## src/hdl/pecf_pkg.sv

```systemverilog
// ---------------------------------------------------------------------------
// pecf_pkg: shared types and constants of the terminal pair FIFO block
// Item layouts, operation and status codes, register indexes, controller
// states and the command/status groups between controller and datapath.
// ---------------------------------------------------------------------------
package pecf_pkg;

    localparam int FIFO_DEPTH_DEF = 1024;

    localparam logic [7:0] BYTE_LF = 8'h0A;
    localparam logic [7:0] BYTE_CR = 8'h0D;

    localparam logic [2:0] OP_MWRITE = 3'd0;
    localparam logic [2:0] OP_SWRITE = 3'd1;
    localparam logic [2:0] OP_MREAD  = 3'd2;
    localparam logic [2:0] OP_SREAD  = 3'd3;
    localparam logic [2:0] OP_FLUSH  = 3'd4;

    localparam logic [1:0] ST_DONE = 2'd0;
    localparam logic [1:0] ST_STOP = 2'd1;
    localparam logic [1:0] ST_SKIP = 2'd2;

    localparam int CFG_IDX_W = 1;
    localparam logic [CFG_IDX_W-1:0] CFG_ECHO = 1'd0;
    localparam logic [CFG_IDX_W-1:0] CFG_CRLF = 1'd1;

    typedef struct packed {
        logic [2:0] operation;
        logic [7:0] data_in;
        logic       call_last;
    } in_item_t;

    typedef struct packed {
        logic [1:0] status;
        logic [7:0] read_data;
        logic       master_readable;
        logic       slave_readable;
    } out_item_t;

    typedef enum logic [1:0] {
        S_IDLE,
        S_PHASE_A,
        S_PHASE_B,
        S_FINISH
    } state_t;

    typedef struct packed {
        logic load_item;
        logic phase_a;
        logic phase_b;
        logic finish;
    } cmd_t;

    typedef struct packed {
        logic two_step;
        logic out_busy;
    } dp_status_t;

endpackage

```

## src/hdl/pecf_ctrl.sv

```systemverilog
// ---------------------------------------------------------------------------
// pecf_ctrl: item sequencer
// Accept one item, run one or two datapath phases, then load the result
// once the output register is free.
// ---------------------------------------------------------------------------
module pecf_ctrl (
    input  logic                   clk,
    input  logic                   rst_n,
    input  logic                   in_valid,
    output logic                   in_stall,
    input  pecf_pkg::dp_status_t   dp_status,
    output pecf_pkg::cmd_t         cmd
);

    pecf_pkg::state_t state_reg, state_next;

    always_ff @(posedge clk or negedge rst_n)
    begin
        if (!rst_n)
            state_reg <= pecf_pkg::S_IDLE;
        else
            state_reg <= state_next;
    end

    always_comb
    begin
        state_next = state_reg;
        cmd        = '0;
        in_stall   = 1'b1;
        case (state_reg)
            pecf_pkg::S_IDLE:
            begin
                in_stall = 1'b0;
                if (in_valid)
                begin
                    cmd.load_item = 1'b1;
                    state_next    = pecf_pkg::S_PHASE_A;
                end
            end
            pecf_pkg::S_PHASE_A:
            begin
                cmd.phase_a = 1'b1;
                state_next  = dp_status.two_step ? pecf_pkg::S_PHASE_B
                                                 : pecf_pkg::S_FINISH;
            end
            pecf_pkg::S_PHASE_B:
            begin
                cmd.phase_b = 1'b1;
                state_next  = pecf_pkg::S_FINISH;
            end
            pecf_pkg::S_FINISH:
            begin
                // hold the result until the output register frees up
                if (!dp_status.out_busy)
                begin
                    cmd.finish = 1'b1;
                    state_next = pecf_pkg::S_IDLE;
                end
            end
            default:
            begin
                state_next = pecf_pkg::S_IDLE;
            end
        endcase
    end

    a_b_after_a: assert property (@(posedge clk) disable iff (!rst_n)
        (state_reg == pecf_pkg::S_PHASE_B) |-> $past(state_reg == pecf_pkg::S_PHASE_A))
        else $error("second write phase without first phase");

endmodule

```

## config.mk

```make
export PLATFORM = sky130hd
export DESIGN_NAME = pecf_ctrl
export DESIGN_NICKNAME = d
export VERILOG_FILES = /design/src/hdl/pecf_pkg.sv /design/src/hdl/pecf_ctrl.sv
export SDC_FILE = /design/constraint.sdc
export NUM_CORES = 1
export LEC_CHECK = 0
export ABC_AREA = 1
export BUFFER_PORTS_ARGS = -buffer_cell sky130_fd_sc_hd__buf_4
export CAP_MARGIN = 0
export CORE_AREA = 4 4 41 43
export DETAILED_ROUTE_END_ITERATION = 12
export DIE_AREA = 0 0 45 47
export PLACE_DENSITY = 0.32
export SLEW_MARGIN = 20
export SYNTH_ARGS = -nofsm -noshare
export SYNTH_HDL_FRONTEND = slang
export SYNTH_SLANG_ARGS = --single-unit
```

## constraint.sdc

```tcl
create_clock -name clk -period 1.1 [get_ports clk]
set_input_delay 0.11 -clock clk [delete_from_list [all_inputs] [get_ports clk]]
set_output_delay 0.11 -clock clk [all_outputs]
set_load 0.005 [all_outputs]
```

Yosys cells after proc, flatten, opt, wreduce, memory -nomap -nowiden. Cells that the tools add are included.

Flip-flop bits (word level): 2. Word-level logic and storage cells: 19. Output and inout port bits: 5.

Muxes and demuxes: 11. Eq/ne operators: 5. Reduce and logical (&&, ||, !) cells: 2.

Operator list (count): $mux W1 (8); $pmux W2 S4 (1); $eq A2 B2 Y1 const B (2); $mux W2 (2); $ne A2 B2 Y1 const B (2); $eq A2 B1 Y1 const B (1); $logic_not A2 Y1 (1); $reduce_and A2 Y1 (1).

Longest topological paths before layout.
Word-level depth: 3. Depth in mapped cells: 7. Mapped depth without buffers: 7.

Worst setup path before layout. Ideal clock, no wire load.

Kind: register to register. Start point: register state_reg[1]. End point: register state_reg[0]. Buffers on the path: 0. Library setup time: 0.117 ns. Setup slack: 0.000 ns. Cell stages (with the launch flop): 8. Data arrival time: 0.983 ns. Path through: dfrtp_1 > inv_1 > ha_1 > nand2_2 > nand2_2 > inv_2 > nand2_1 > nand2_1.

Cells in the longest elaborated chain, start to end: 3. Elaborated cells between the ends (all ways): 8. Classes of those cells: 5 x eq/ne; 1 x mux; 2 x reduce/logical.

RTL lines: start, declared (line pecf_ctrl.sv:15) `pecf_pkg::state_t state_reg, state_next;`; start signal, assigned (line pecf_ctrl.sv:20) `state_reg <= pecf_pkg::S_IDLE;`; start signal, assigned (line pecf_ctrl.sv:22) `state_reg <= state_next;`; $eq A2 B2 Y1 or $logic_not A2 Y1 (tied branches) (line pecf_ctrl.sv:30) `case (state_reg)`; $ne A2 B2 Y1 (no source line); $reduce_and A2 Y1 (no source line).

Several ways; a longest one is shown, not always the timed one. A chain may end at the register's enable or synchronous reset.

==> flow_metrics.env <==
export IMPL_grt_util_met3_pct=3.45
export IMPL_drcViolationCount=0
export IMPL_period_needed_ns=1.21
export IMPL_worst_pin_slew_ns=0.149
export IMPL_netlist_top_cells_area="ha_1 (29%), dfrtp_1 (23%), nand2_1 (16%), inv_1 (12%), o21bai_4 (8.7%)"
export IMPL_worst_slack_ns=-0.108
export IMPL_drive_above_1_share_pct=70.0
export IMPL_async_flop_share_pct=100
export IMPL_reg2reg_slack_ns=-0.06
export IMPL_grt_max_degree=4
export IMPL_synth_commonest_cells="nand2_1 (9), inv_1 (7), ha_1 (5)"
export IMPL_syn2layout_area_growth_pct=120
export IMPL_postSynthNetCount=39
export IMPL_crit_path_start="state_reg[0]$_DFFE_PN0P_"
export IMPL_drt_initial_drc_count=2
export IMPL_insertion_delay_ns=0.22
export IMPL_die_area_um2=2120
export IMPL_period_share_pct=110
export IMPL_yosysMostFrequentCell="nand2_1"
export IMPL_met1_usage_pct=5.91
export IMPL_antenna_found_initial=0
export IMPL_ys_types=9
export IMPL_vdd_drop_max_mv=0.854
export IMPL_viasPerCell=3.46
export IMPL_drt_wirelength_per_cell_um=8.26
export IMPL_crit_type="register to output pin"
export IMPL_start_util_pct=16.6
export IMPL_die_h_um=47
export IMPL_fin_util_pct=36.5
export IMPL_end_kind="output pin"
export IMPL_seq_area_frac_synth_pct=23.1
export IMPL_tns_ns=-0.512
export IMPL_grt_pass1_wl_um=917
export IMPL_coreArea_um2=1300
export IMPL_synth_edff_count=0
export IMPL_yosysWarnings=0
export IMPL_grt_pass1_vias=235
export IMPL_cts_sinks=2
export IMPL_place_area_um2=325
export IMPL_netlist_top_cell_by_area="ha_1"
export IMPL_violations="setup timing"
export IMPL_dp_cells=56
export IMPL_slew_violations=0
export IMPL_ys_flop_type="dfrtp_1"
export IMPL_cts_buffers=3
export IMPL_fin_skew_ns=0.00229
export IMPL_setup_viol=7
export IMPL_regArea_um2=51.3
export IMPL_final_nets=62
export IMPL_p_per_area_nw_per_um2=2840
export IMPL_relSlewSlack_pct=90.1
export IMPL_synth_top_area_share_pct=28.9
export IMPL_hold_violations=0
export IMPL_r2r_end="state_reg[0]$_DFFE_PN0P_"
export IMPL_worstRegToRegCells=8
export IMPL_worstSetupStartpointType="register"
export IMPL_diodes=0
export IMPL_num_rows=13
export IMPL_worstPathRequired_ns=0.99
export IMPL_r2r_start="state_reg[0]$_DFFE_PN0P_"
export IMPL_power_leakage_uw=0.000245
export IMPL_grtUsageMet2_pct=10.7
export IMPL_max_cap_violations=0
export IMPL_synthCells=29
export IMPL_vias=225
export IMPL_gp_congestion=0.739
export IMPL_finalWirelength_um=537
export IMPL_fin_area_um2=475
export IMPL_arrival_ns=1.10
export IMPL_tritoncts="yes"
export IMPL_hpwl_um=373
export IMPL_crit_fanout=3
export IMPL_busiest_layer="met2"
export IMPL_final_cell_count_no_fill=65
export IMPL_syn_avg_cell_area_um2=7.46
export IMPL_io_pins=10
export IMPL_syn_area_um2=216
export IMPL_num_fill_cells=143
export IMPL_crit_path_end="cmd[2]"
export IMPL_clock_fmax_ghz=0.828
export IMPL_clockBufferDepth=2
export IMPL_grtUsageTotal_pct=6.24
export IMPL_largest_register_ff_count=2
export IMPL_multiInputGateArea_um2=181
export IMPL_status="finished with violations"
export IMPL_die_width_um=45
export IMPL_portBuffers=9
export IMPL_overflow=0
export IMPL_worstHoldPathType="input port to async pin"
export IMPL_rsz0062_at_grt="yes"
export IMPL_cts_clk_slew_worst_paths_ns=0.03
export IMPL_ys_seq_elements=2
export IMPL_cts_root_buffer_cell="clkbuf_4"
export IMPL_postRouteAntennaNets=0
export IMPL_drt_first_pass_iters=2
export IMPL_cts_max_level=1
worst max-delay path, cell delays in order (launching register included):
cell	delay (ns)
dfrtp_2	0.44
buf_6	0.14
ha_2	0.17
buf_4	0.13
power breakdown:
part | switching, uW | internal (uW)
Sequential | 62.9 | 120
Combinational | 404 | 609
Clock | 35.8 | 120
Total | 502 | 849
metrics by stage:
step | worst slack (ns) | power, uW | hold slack, ns
6_report | -0.108 | 1350 | 0.214
5_1_grt | -0.150 | 1480 | 0.214
4_1_cts | -0.108 | 1340 | 0.210
3_5_place_dp | -0.130 | 789 | -0.107
3_3_place_gp | -0.106 | 787 | -0.108
2_1_floorplan | 0.000115 | 507 | -0.186
area by class of cell:
type | instances | area share, %
timing repair buffer | 18 | 35.5
multi-input combinational | 19 | 38.2
sequential | 2 | 10.8
clock buffer | 3 | 4.74
tap | 15 | 3.95
inverter | 8 | 6.84
repair_timing:
action | CTS | global route
setup endpoints to repair | 7 | 7
endpoints found under the hold margin | 2 | 0
resized for setup | 16 | 4
pin swaps | 4 | 1
setup buffers | 5 | 0
hold buffers | 1 | 0
how the worst min path moves through the flow:
stage          start                       end  slack, ns  depth (start not counted)
2_1_floorplan  rst_n  state_reg[0]$_DFFE_PN0P_      -0.19                          0
6_report       rst_n  state_reg[1]$_DFFE_PN0P_       0.21                          2
5_1_grt        rst_n  state_reg[0]$_DFFE_PN0P_       0.21                          2
3_3_place_gp   rst_n  state_reg[0]$_DFFE_PN0P_      -0.11                          1
3_5_place_dp   rst_n  state_reg[0]$_DFFE_PN0P_      -0.11                          1
4_1_cts        rst_n  state_reg[1]$_DFFE_PN0P_       0.21                          2
metal layers:
layer  wire length [um]  vias to the layer above
li1                   -                      127
met1                217                       91
met2                272                        7
met3                 48                        0
met4                  0                        0
met5                  0                        -
cell usage in the layout (no fill, tap or decap):
cell type / n
nand2_1: 8
nand3_1: 1
dlygate4sd3_1: 1
nor2_1: 1
buf_12: 1
dfrtp_1: 1
inv_1: 3
nand2_2: 3
o21bai_4: 1
inv_2: 4
buf_4: 11
inv_4: 1
buf_6: 5
dfrtp_2: 1
clkbuf_4: 3
ha_4: 3
ha_2: 2
logic make-up after synthesis:
logic type / count (synthesis) / share of synthesized area (%)
AOI/OAI and AO/OA: 1 / 8.67
adders and majority gates: 5 / 28.9
buffers and inverters: 8 / 13.9
DFF: 2 / 23.1
and+or+nand+nor: 13 / 25.4
Power figures use the tool's default switching activity.
